[config.mk]
export PLATFORM = sky130hd
export DESIGN_NAME = trsm_div
export DESIGN_NICKNAME = d
export VERILOG_FILES = /design/src/trsm_pkg.sv /design/src/trsm_div.sv
export SDC_FILE = /design/constraint.sdc
export NUM_CORES = 1
export LEC_CHECK = 0
export ABC_AREA = 1
export BUFFER_PORTS_ARGS = -buffer_cell sky130_fd_sc_hd__clkbuf_2
export CORE_MARGIN = 3
export CORE_UTILIZATION = 40
export DETAILED_ROUTE_END_ITERATION = 8
export REMOVE_ABC_BUFFERS = 1
export SYNTH_ARGS = -nofsm -noshare
export SYNTH_HDL_FRONTEND = slang
export SYNTH_SLANG_ARGS = --single-unit
[constraint.sdc]
create_clock -name clk -period 14 [get_ports clk]
set_clock_uncertainty 0.1 [all_clocks]
set_input_delay 0 -clock clk [delete_from_list [all_inputs] [get_ports clk]]
set_output_delay 0 -clock clk [all_outputs]
set_load 0.01 [all_outputs]
[src/trsm_pkg.sv]
// Package for the triangular solver: sizes, codes and the sequencer states.
package trsm_pkg;
  localparam int MaxOrder = 16;
  localparam int MaxRhs   = 16;
  localparam int RowW     = 4;
  localparam int ColW     = 4;
  localparam int AAddrW   = 8;
  localparam int BAddrW   = 8;

  typedef enum logic [1:0] {
    OP_WR_A = 2'd0,
    OP_WR_B = 2'd1,
    OP_SOLVE = 2'd2,
    OP_RD_X = 2'd3
  } op_t;

  typedef enum logic [1:0] {
    ST_OK = 2'd0,
    ST_SINGULAR = 2'd1,
    ST_RANGE = 2'd2
  } status_t;

  typedef enum logic [1:0] {
    CFG_LOWER = 2'd0,
    CFG_UNIT = 2'd1,
    CFG_ORDER = 2'd2,
    CFG_RHS = 2'd3
  } cfg_idx_t;

  typedef enum logic [3:0] {
    S_IDLE,
    S_READ,
    S_RESULT,
    S_ROW,
    S_DIAG,
    S_COL,
    S_COLWAIT,
    S_MAC_ISSUE,
    S_MAC_MUL,
    S_MAC_ACC,
    S_DIV,
    S_WRITE,
    S_DONE
  } state_t;
endpackage

[src/trsm_div.sv]
// Restoring divider: a signed 64 by 32 quotient, one bit per cycle, saturated to 32 bits.
module trsm_div import trsm_pkg::*; (
  input  logic               clk,
  input  logic               rst,
  input  logic               start,
  input  logic signed [63:0] dividend,
  input  logic signed [31:0] divisor,
  output logic               done,
  output logic signed [31:0] quotient
);
  logic [63:0] num;
  logic [31:0] den;
  logic [64:0] rem;
  logic [63:0] quo;
  logic [6:0]  count;
  logic        busy;
  logic        neg;
  logic [64:0] trial;
  logic signed [64:0] sq;

  assign trial = {rem[63:0], num[63]} - {33'd0, den};

  // Sign and magnitude up front, then one quotient bit each cycle.
  always_ff @(posedge clk) begin
    if (rst) begin
      busy <= 1'b0;
      done <= 1'b0;
    end else begin
      done <= 1'b0;
      if (start) begin
        busy  <= 1'b1;
        num   <= dividend[63] ? 64'(-dividend) : dividend;
        den   <= divisor[31] ? 32'(-divisor) : divisor;
        neg   <= dividend[63] ^ divisor[31];
        rem   <= '0;
        quo   <= '0;
        count <= 7'd0;
      end else if (busy) begin
        if (!trial[64]) begin
          rem <= trial;
          quo <= {quo[62:0], 1'b1};
        end else begin
          rem <= {rem[63:0], num[63]};
          quo <= {quo[62:0], 1'b0};
        end
        num   <= {num[62:0], 1'b0};
        count <= count + 7'd1;
        if (count == 7'd63) begin
          busy <= 1'b0;
          done <= 1'b1;
        end
      end
    end
  end

  // Apply the sign and clamp to the 32-bit range.
  always_comb begin
    sq = neg ? -$signed({1'b0, quo}) : $signed({1'b0, quo});
    if (sq > 65'sd2147483647) quotient = 32'sh7fffffff;
    else if (sq < -65'sd2147483648) quotient = 32'sh80000000;
    else quotient = sq[31:0];
  end
endmodule

Word-level counts from Yosys, hierarchy flattened

Index checks and enable logic that the tools add are counted.

Bitwise logic cells: 3
Reductions and logical operators: 4
Mux-type cells: 16
$lt $le $gt $ge: 2
Divide/modulo/power cells: 0
$add $sub $neg: 5
Equal/unequal tests: 1
$mul: 0
Shifts and indexed selects: 0

Operators by type and width:

| operator                                                                        | count |
|---|---|
| 64-bit 2-to-1 mux                                                               | 6 |
| 65-bit by 32-bit > comparator with 1-bit output (second input constant)         | 1 |
| 65-bit by 32-bit less-than comparator with 1-bit output (second input constant) | 1 |
| 65-bit 2-to-1 mux                                                               | 1 |
| 64-bit negation with 65-bit output                                              | 1 |
| 65-bit by 32-bit subtractor with 65-bit output                                  | 1 |
| 32-bit 2-to-1 mux                                                               | 2 |
| 64-bit negation                                                                 | 1 |
| 32-bit negation                                                                 | 1 |
| 31-bit 2-to-1 mux                                                               | 1 |
| 7-bit by 1-bit adder with 7-bit output (second input constant)                  | 1 |
| 7-bit by 6-bit == test with 1-bit output (second input constant)                | 1 |
| 7-bit 2-to-1 mux                                                                | 1 |
| 1-bit 2-to-1 mux                                                                | 5 |
| 2-bit AND reduction                                                             | 2 |
| 3-bit OR reduction                                                              | 1 |
| 1-bit inverter                                                                  | 2 |
| 2-bit nonzero test                                                              | 1 |
| 1-bit bitwise XOR                                                               | 1 |

Memories: 0
Input bits: 99
Register bits after elaboration: 234
Memory bits (writable): 0
Bits in read-only memories: 0
Word-level logic and storage cells: 40
Bits in latches: 0
Output and inout port bits: 33

Depth between registers and ports, before layout

Gate-level depths: netlist (run 1).

Depth after elaboration: 5
Depth in mapped cells: 20
Gate-level depth less buffers: 19

Worst setup path before layout (run 1)

Ideal clock, no wire load.

Path kind: input to register
Start: input start
End: register busy
Setup slack: 2.792 ns
Library setup time: 0.093 ns
Cell stages on the path: 6
Data required time: 13.807 ns
Path buffers: 2
Data arrival time: 11.015 ns
Cell sequence: clkbuf_1 clkinv_1 clkbuf_1 a21oi_1 o21ai_0 inv_1

Word-level cells in the longest chain between the ends: 1

RTL lines:

| element                | RTL line       | RTL |
|---|---|---|
| start: declaration     | trsm_div.sv:5  | `input logic start,` |
| 1-bit 2-to-1 mux       | trsm_div.sv:30 | `if (start) begin` |
| end signal: assignment | trsm_div.sv:26 | `busy <= 1'b0;` |
| end signal: assignment | trsm_div.sv:31 | `busy <= 1'b1;` |
| end signal: assignment | trsm_div.sv:49 | `busy <= 1'b0;` |
| end: declaration       | trsm_div.sv:16 | `logic busy;` |

No other way between the ends.
A chain may end at the register's enable or synchronous reset.

Worst setup path in the final report (run 1)

Start: register quo[0]
End: output quotient[2]

Word-level cells in the longest chain between the ends: 5
Elaborated cells between the ends (all ways): 6
Those cells by class: 1 x add/sub; 2 x order compare; 3 x mux

RTL lines:

| element                                                 | RTL line       | RTL |
|---|---|---|
| start: declaration                                      | trsm_div.sv:14 | `logic [63:0] quo;` |
| start signal: assignment                                | trsm_div.sv:41 | `quo <= {quo[62:0], 1'b1};` |
| start signal: assignment                                | trsm_div.sv:44 | `quo <= {quo[62:0], 1'b0};` |
| 64-bit negation with 65-bit output                      | trsm_div.sv:58 | `sq = neg ? -$signed({1'b0, quo}) : $signed({1'b0, quo});` |
| 65-bit 2-to-1 mux (*)                                   | trsm_div.sv:58 |  |
| 65-bit by 32-bit less-than comparator with 1-bit output | trsm_div.sv:60 | `else if (sq < -65'sd2147483648) quotient = 32'sh80000000;` |
| 32-bit 2-to-1 mux                                       | trsm_div.sv:60 |  |
| 32-bit 2-to-1 mux (*)                                   | trsm_div.sv:59 | `if (sq > 65'sd2147483647) quotient = 32'sh7fffffff;` |
| end: declaration                                        | trsm_div.sv:9  | `output logic signed [31:0] quotient` |

Every way passes the cells marked *; elsewhere a longest branch is shown, timed or not.

==> metrics.txt, run 1 <==
GRT met1 Usage 0.327; IO Port Bufs 131; Peak Freq 235 MHz; Yosys reg bits 234; Die Ht 222 µm; final hold vios 0; Worst EP required 13.90 ns; setup slack after layout 9.75 ns; ys async rst share 0; Critical-path top delay cell edfxtp_1; vias in the first global route 17600; top cell type's share of synthesized area 0.372; RSZ-0062 raised after global routing false; EDFF count, synth 232; full die area 49500 µm²; Post-CTS Setup Bufs 0; Avg Inst Size Synth 6.76 µm²; H-tree Lvls 1; post-synthesis xor/xnor area fraction 0.0594; crit-path leading delay family simple AND/OR/NAND/NOR gates; Synth area leaders edfxtp_1, nand2_1, nor2_1; GRT busiest layer met2; Post-synth top cells nand2_1, nor2_1, inv_1, edfxtp_1, nand3_1; status completed; Data arrival, critical path 4.15 ns; crit-path max FO 31; Adder-Cell Fraction of Synth Area 0.0251; GPL Wtd Cong 0.991; Hold Crit Class in -> reg; Die Span X 222 µm; CTS Buffer Depth 3; simple-gate share of the synthesized area 0.365; clock-pin slew on the worst setup and hold paths 0.06 ns; Mapped Area 18700 µm²; CTS buffer count 29; Rel. slew slack 0.315; first drt pass iteration count 5; GR Layer Usage met3 0.0326; WHS Path Cells 3; post-CTS sizing 0; DR vias 18700; cell taking the most area after synthesis edfxtp_1; io pins 132; placed cells 3441; slowest stage delay, CP 0.50 ns; max-slew violation count 0; clk_lat worst skew 0.58 ns; Main synth FF type edfxtp_1; DRT antenna net count 0; Min Hold Slack 0.0638 ns; VDD IR max 0.111 mV; area grow syn2layout 17.7%; Layout fillers 4705; post-route insts no fill 3625; first-pass GRT wire length 93500 µm; CP bufs+invs 2; Setup TNS Final 0 ns; root buf cell clkbuf_16; worst-path cell chain inv_1 > ha_1 > nand2_2 > nor2_4 > nand2_2 > nor2_1 > nand2_1 > nand2_1 > nand3_1 > nor2_1 > nand3_1 > nor2_1 > nand2_1 > nor2_1 > nand2_1 > nand3_2 > nand2_1 > clkbuf_2; DP Worst Slack 9.94 ns; core area 45900 µm²; row count 78; PwrDens 93.0 nW/µm²; largest net degree at the start of global routing 103; compound-gate portion of the synthesized area 0.0909; static leakage 9.47 nW; CTS tree built; Avg WL per Cell 16.2 µm; post-synthesis sequential area ratio 0.374; Nets 3143; crit path kind reg -> out; clock sink count 234; Worst Tran Pin Value 1.02 ns; Max Cap Violations 0; Initial DRC Count 1484; Final period util 0.304; hold path startpoint divisor[31]; WHS Endpoint den[22]; multiplexer share of the synthesized area 0; most frequent cell on the critical path nand2_1; hold_buf cts 135; yosys warns 0; initial antenna violation count 5; cells on worst reg2reg path 16; gr usage total 0.230; FF-to-FF End rem[56]; Cell variety after synth 47; total gr overflow 0; Starting Density 0.409; Tmin final 4.25 ns; DRC Markers 0; Crit Reg-Reg Startpoint num[63]; Setup crit end kind primary output; met2 usage 0.366; main combinational cell family by area after synthesis simple AND/OR/NAND/NOR gates; layout cells sized above 1 0.0764; synthesized instance count 2772; Routed WL 58700 µm; worst reg2reg setup slack 9.98 ns; Critical Path Source Type flip-flop; DPL Wire Length 44100 µm; endpoints failing setup 0; most frequent cell after synthesis nand2_1; drt via density 5.17
## worst max path at each step
stage / start / end / slack [ns] / depth (start not counted)
2_1_floorplan: start / busy / 0.85 / 4
3_3_place_gp: num[63] / rem[56] / 10.02 / 16
3_5_place_dp: den[0] / rem[56] / 9.94 / 15
4_1_cts: neg / quotient[2] / 9.70 / 17
5_1_grt: neg / quotient[17] / 9.33 / 17
6_report: quo[0] / quotient[2] / 9.75 / 18
## sequential cells by signal (all words and copies together), names as in the netlist
name   cells
num       64
done       1
count      7
neg        1
den       32
busy       1
rem       64
quo       64
## per-layer routing
layer	vias up	wire [µm]
met5	-	27
met4	4	1530
met2	574	26200
met1	8635	27300
met3	107	3610
li1	9428	-
## cell usage in the layout, fill, tap and decap left out, drive strengths merged
master | netlist | routed
xnor2 | 47 | 47
a21o | 6 | 6
or2 | 7 | 7
dlygate4sd3 | 0 | 135
and3 | 3 | 3
nand4 | 41 | 41
o211ai | 5 | 5
diode | 0 | 3
o41ai | 3 | 3
nor3 | 34 | 34
fa | 1 | 1
nor4 | 19 | 19
a211oi | 1 | 1
xor2 | 80 | 80
o21bai | 5 | 5
a21oi | 96 | 96
a21boi | 4 | 4
nand3b | 13 | 13
nand3 | 173 | 173
o21ai | 154 | 154
o21a | 6 | 6
inv | 331 | 333
nor2 | 557 | 557
clkinv | 1 | 11
dfxtp | 2 | 2
nand2 | 809 | 809
o2111ai | 2 | 2
ha | 36 | 36
edfxtp | 232 | 232
o31ai | 9 | 9
clkbuf | 45 | 162
clkinvlp | 0 | 2
and2 | 3 | 3
a31o | 1 | 1
a31oi | 17 | 17
buf | 29 | 13
## worst min-delay path, delay by kind of cell
| family | cells | cell delay [ns] |
|---|---|---|
| AND/OR/NAND/NOR | 1 | 0.18 |
| buffers and inverters | 1 | 0.31 |
| XOR/XNOR | 1 | 0.06 |
## logic make-up (layout without fill, tap and decap cells)
group,after synthesis,after routing
adder cells (fa/ha/maj),37,37
AND/OR/NAND/NOR,1659,1659
flip-flops,234,234
other,0,3
buffers and inverters,406,656
AO/OA/AOI/OAI,309,309
XOR/XNOR,127,127
## area by class of cell
class,count,area [µm²],area share
tap,600,751,0.0340
inverter,332,1250,0.0566
sequential,234,7010,0.318
clock buffer,32,737,0.0334
antenna,3,7.51,0.000340
multi-input combinational,2132,10100,0.460
timing repair buffer,278,2100,0.0952
clock inverter,14,68.8,0.00312
## where the power goes
part	total [mW]	leakage [nW]	internal, mW	switching [mW]
combinational	0.509	6.82	0.182	0.327
clock	0.672	0.390	0.371	0.301
sequential	0.870	2.26	0.837	0.0333
## per-stage QoR
step	total power, mW	utilization	instance area (µm²)
after CTS	2.07	0.481	22100
after global routing	2.17	0.481	22100
final	2.05	0.481	22100
after floorplan	1.21	-	18400
after global placement	1.35	0.434	19900
after detailed placement	1.35	0.434	19900
Power figures use the tool's default switching activity.
==> run 2: changes to the inputs <==
==> constraint.sdc (replaced) <==
create_clock -name clk -period 4.1 [get_ports clk]
set_clock_uncertainty 0.1 [all_clocks]
set_input_delay 0 -clock clk [delete_from_list [all_inputs] [get_ports clk]]
set_output_delay 0 -clock clk [all_outputs]
set_load 0.01 [all_outputs]
==> run 2 against run 1 <==
  * Die area is the same
  * Final area grew 1.5%
  * Clock-buffer cell count grew 4
  * Sequential power grew to 3.4 times the previous value
  * Worst hold slack gained 0.0079 ns
  * Worst setup slack lost 9.4 ns
  * Largest cell class unchanged
  * Total power grew to 3.7 times the previous value
  * Global-route usage grew 0.81 points
  * Register-to-register slack lost 9.5 ns
==> metrics.txt, run 2 (synthesized netlist as in run 1, its figures left out) <==
clock-pin slew on the worst setup and hold paths 0.06 ns (about the same); DPL Wire Length 45400 µm (+2.9%); io pins 132 (unchanged); Min Hold Slack 0.0716 ns (+0.00786 ns); root buf cell clkbuf_16; setup slack after layout 0.328 ns (-9.42 ns); worst reg2reg setup slack 0.49 ns (-9.49 ns); Setup TNS Final 0 ns (unchanged); IO Port Bufs 131 (unchanged); most frequent cells in the layout nand2_1, nor2_1, inv_1; Critical Path Source Type flip-flop; status completed; drt via density 5.21 (+0.74%); DRT antenna net count 0 (unchanged); Worst Tran Pin Value 1.02 ns (-0.00739 ns); crit-path max FO 31 (unchanged); Starting Density 0.409 (unchanged); crit path kind reg -> out; max-slew violation count 0 (unchanged); most frequent cell on the critical path nand2_1; static leakage 9.62 nW (+1.6%); VDD IR max 0.349 mV (+210%); Hold Crit Class in -> reg; Tmin final 3.77 ns; endpoints failing setup 0 (unchanged); total power 7.50 mW (+270%); Max Cap Violations 0 (unchanged); DP Worst Slack 0.510 ns (-9.43 ns); clk_lat worst skew 0.59 ns (about the same); Die Span X 222 µm (unchanged); row count 78 (unchanged); full die area 49500 µm² (unchanged); Worst Setup EP quotient[15]; first drt pass iteration count 5 (unchanged); CTS tree built; Setup crit end kind primary output; Nets 3154 (+0.35%); initial antenna violation count 3 (-2); DRC Markers 0 (unchanged); Data arrival, critical path 3.67 ns (-0.48 ns); largest net degree at the start of global routing 110 (+6.8%); largest registers num (64), quo (64), rem (64); Die Ht 222 µm (unchanged); Initial DRC Count 1506 (+1.5%); Critical Path Stages 19 (+1); Final period util 0.920; placed cells 3446 (+0.15%); DR vias 19000 (+1.3%); Post-CTS Setup Bufs 0 (unchanged); Critical-path top delay cell edfxtp_1; final hold vios 0 (unchanged); H-tree Lvls 1 (unchanged); post-route insts no fill 3644 (+0.52%); RSZ-0062 raised after global routing false; Crit Reg-Reg Startpoint num[63]; PwrDens 335 nW/µm² (+260%); cells on worst reg2reg path 13 (-3); crit-path leading delay family simple AND/OR/NAND/NOR gates; total gr overflow 0 (unchanged); area post-placement 20000 µm² (+0.31%); GPL Wtd Cong 1.01 (+1.6%); Post-Layout Inst Area 22400 µm² (+1.5%); layout cells sized above 1 0.0802 (+0.00377); clock sink count 234 (unchanged); CP startpoint quo[0]; first-pass GRT wire length 97000 µm (+3.8%); Avg WL per Cell 16.5 µm (+2.0%); most common cell after layout, fill and taps aside nand2_1; fin util 0.488 (+0.00742); CP bufs+invs 3 (+1); area grow syn2layout 19.5%; CTS Buffer Depth 3 (unchanged); core area 45900 µm² (unchanged); FF-to-FF End quo[0]; gr usage total 0.239 (+0.00813); slowest stage delay, CP 0.43 ns (-0.07 ns); vias in the first global route 18000 (+2.6%); Routed WL 60200 µm (+2.5%); Peak Freq 265 MHz; Worst EP required 4.00 ns (-9.90 ns); worst-path cell chain inv_1 > ha_1 > nand3_2 > inv_1 > nand3_1 > nor2_1 > nand2_1 > nand2_1 > nand2_1 > nand2_1 > nand2_1 > nor2_1 > nand2_1 > nor2_1 > nand3_1 > nand2_4 > nand2_1 > nand2_1 > clkbuf_2; CTS buffer count 30 (+3.4%); Rel. slew slack 0.320 (+0.00494)
[run 2: changes by cell type in the layout (fill, tap and decap cells not counted), moves of 2 or more]
cell           previous run  this run
dlygate4sd3_1           135       140
clkbuf_1                  3         6
buf_4                    13        16
buf_12                    0         2
bufinv_16                 0         5
[run 2: cell type report]
| cell class | instances | area (µm²) |
|---|---|---|
| clock inverters | 20 | 250 |
| fillers | 4702 | 23500 |
| clock buffers | 36 | 773 |
| multi-input cells | 2132 | 10200 |
| inverters | 332 | 1250 |
| diodes | 2 | 5.00 |
| flip-flops and latches | 234 | 7010 |
| repair buffers | 288 | 2210 |
| well taps | 600 | 751 |
[run 2: worst min path at each step]
| stage | cells past startpoint | slack (ns) | endpoint | start |
|---|---|---|---|---|
| detailed placement | 1 | 0.13 | den[0] | divisor[0] |
| CTS | 5 | 0.03 | num[51] | dividend[63] |
| global placement | 1 | 0.13 | den[0] | divisor[0] |
| finish | 5 | 0.07 | num[51] | dividend[63] |
| global route | 2 | 0.07 | den[0] | divisor[0] |
| floorplan | 1 | -0.02 | done | start |
[run 2: power by group]
part           switching [mW]  internal (mW)  total, mW
combinational            1.14          0.634       1.78
sequential              0.114           2.86       2.97
clock                    1.09           1.66       2.75
[run 2: metal layers]
metal  routed length, µm  GRT usage
met2               26400      0.375
met3                3990     0.0345
met4                1300     0.0523
met1               28500      0.349
met5                  13          0
[run 2: worst min-delay path, stage by stage]
cell      delay (ns)
clkbuf_2        0.09
buf_4           0.28
o211ai_1        0.14
nand3_1         0.07
nand2_1         0.05
[run 2: repair_timing]
action,4_1_cts,5_1_grt
hold buffers,140,0
gates resized for setup,0,3
endpoints found under the setup margin,0,32
endpoints found under the hold margin,205,0
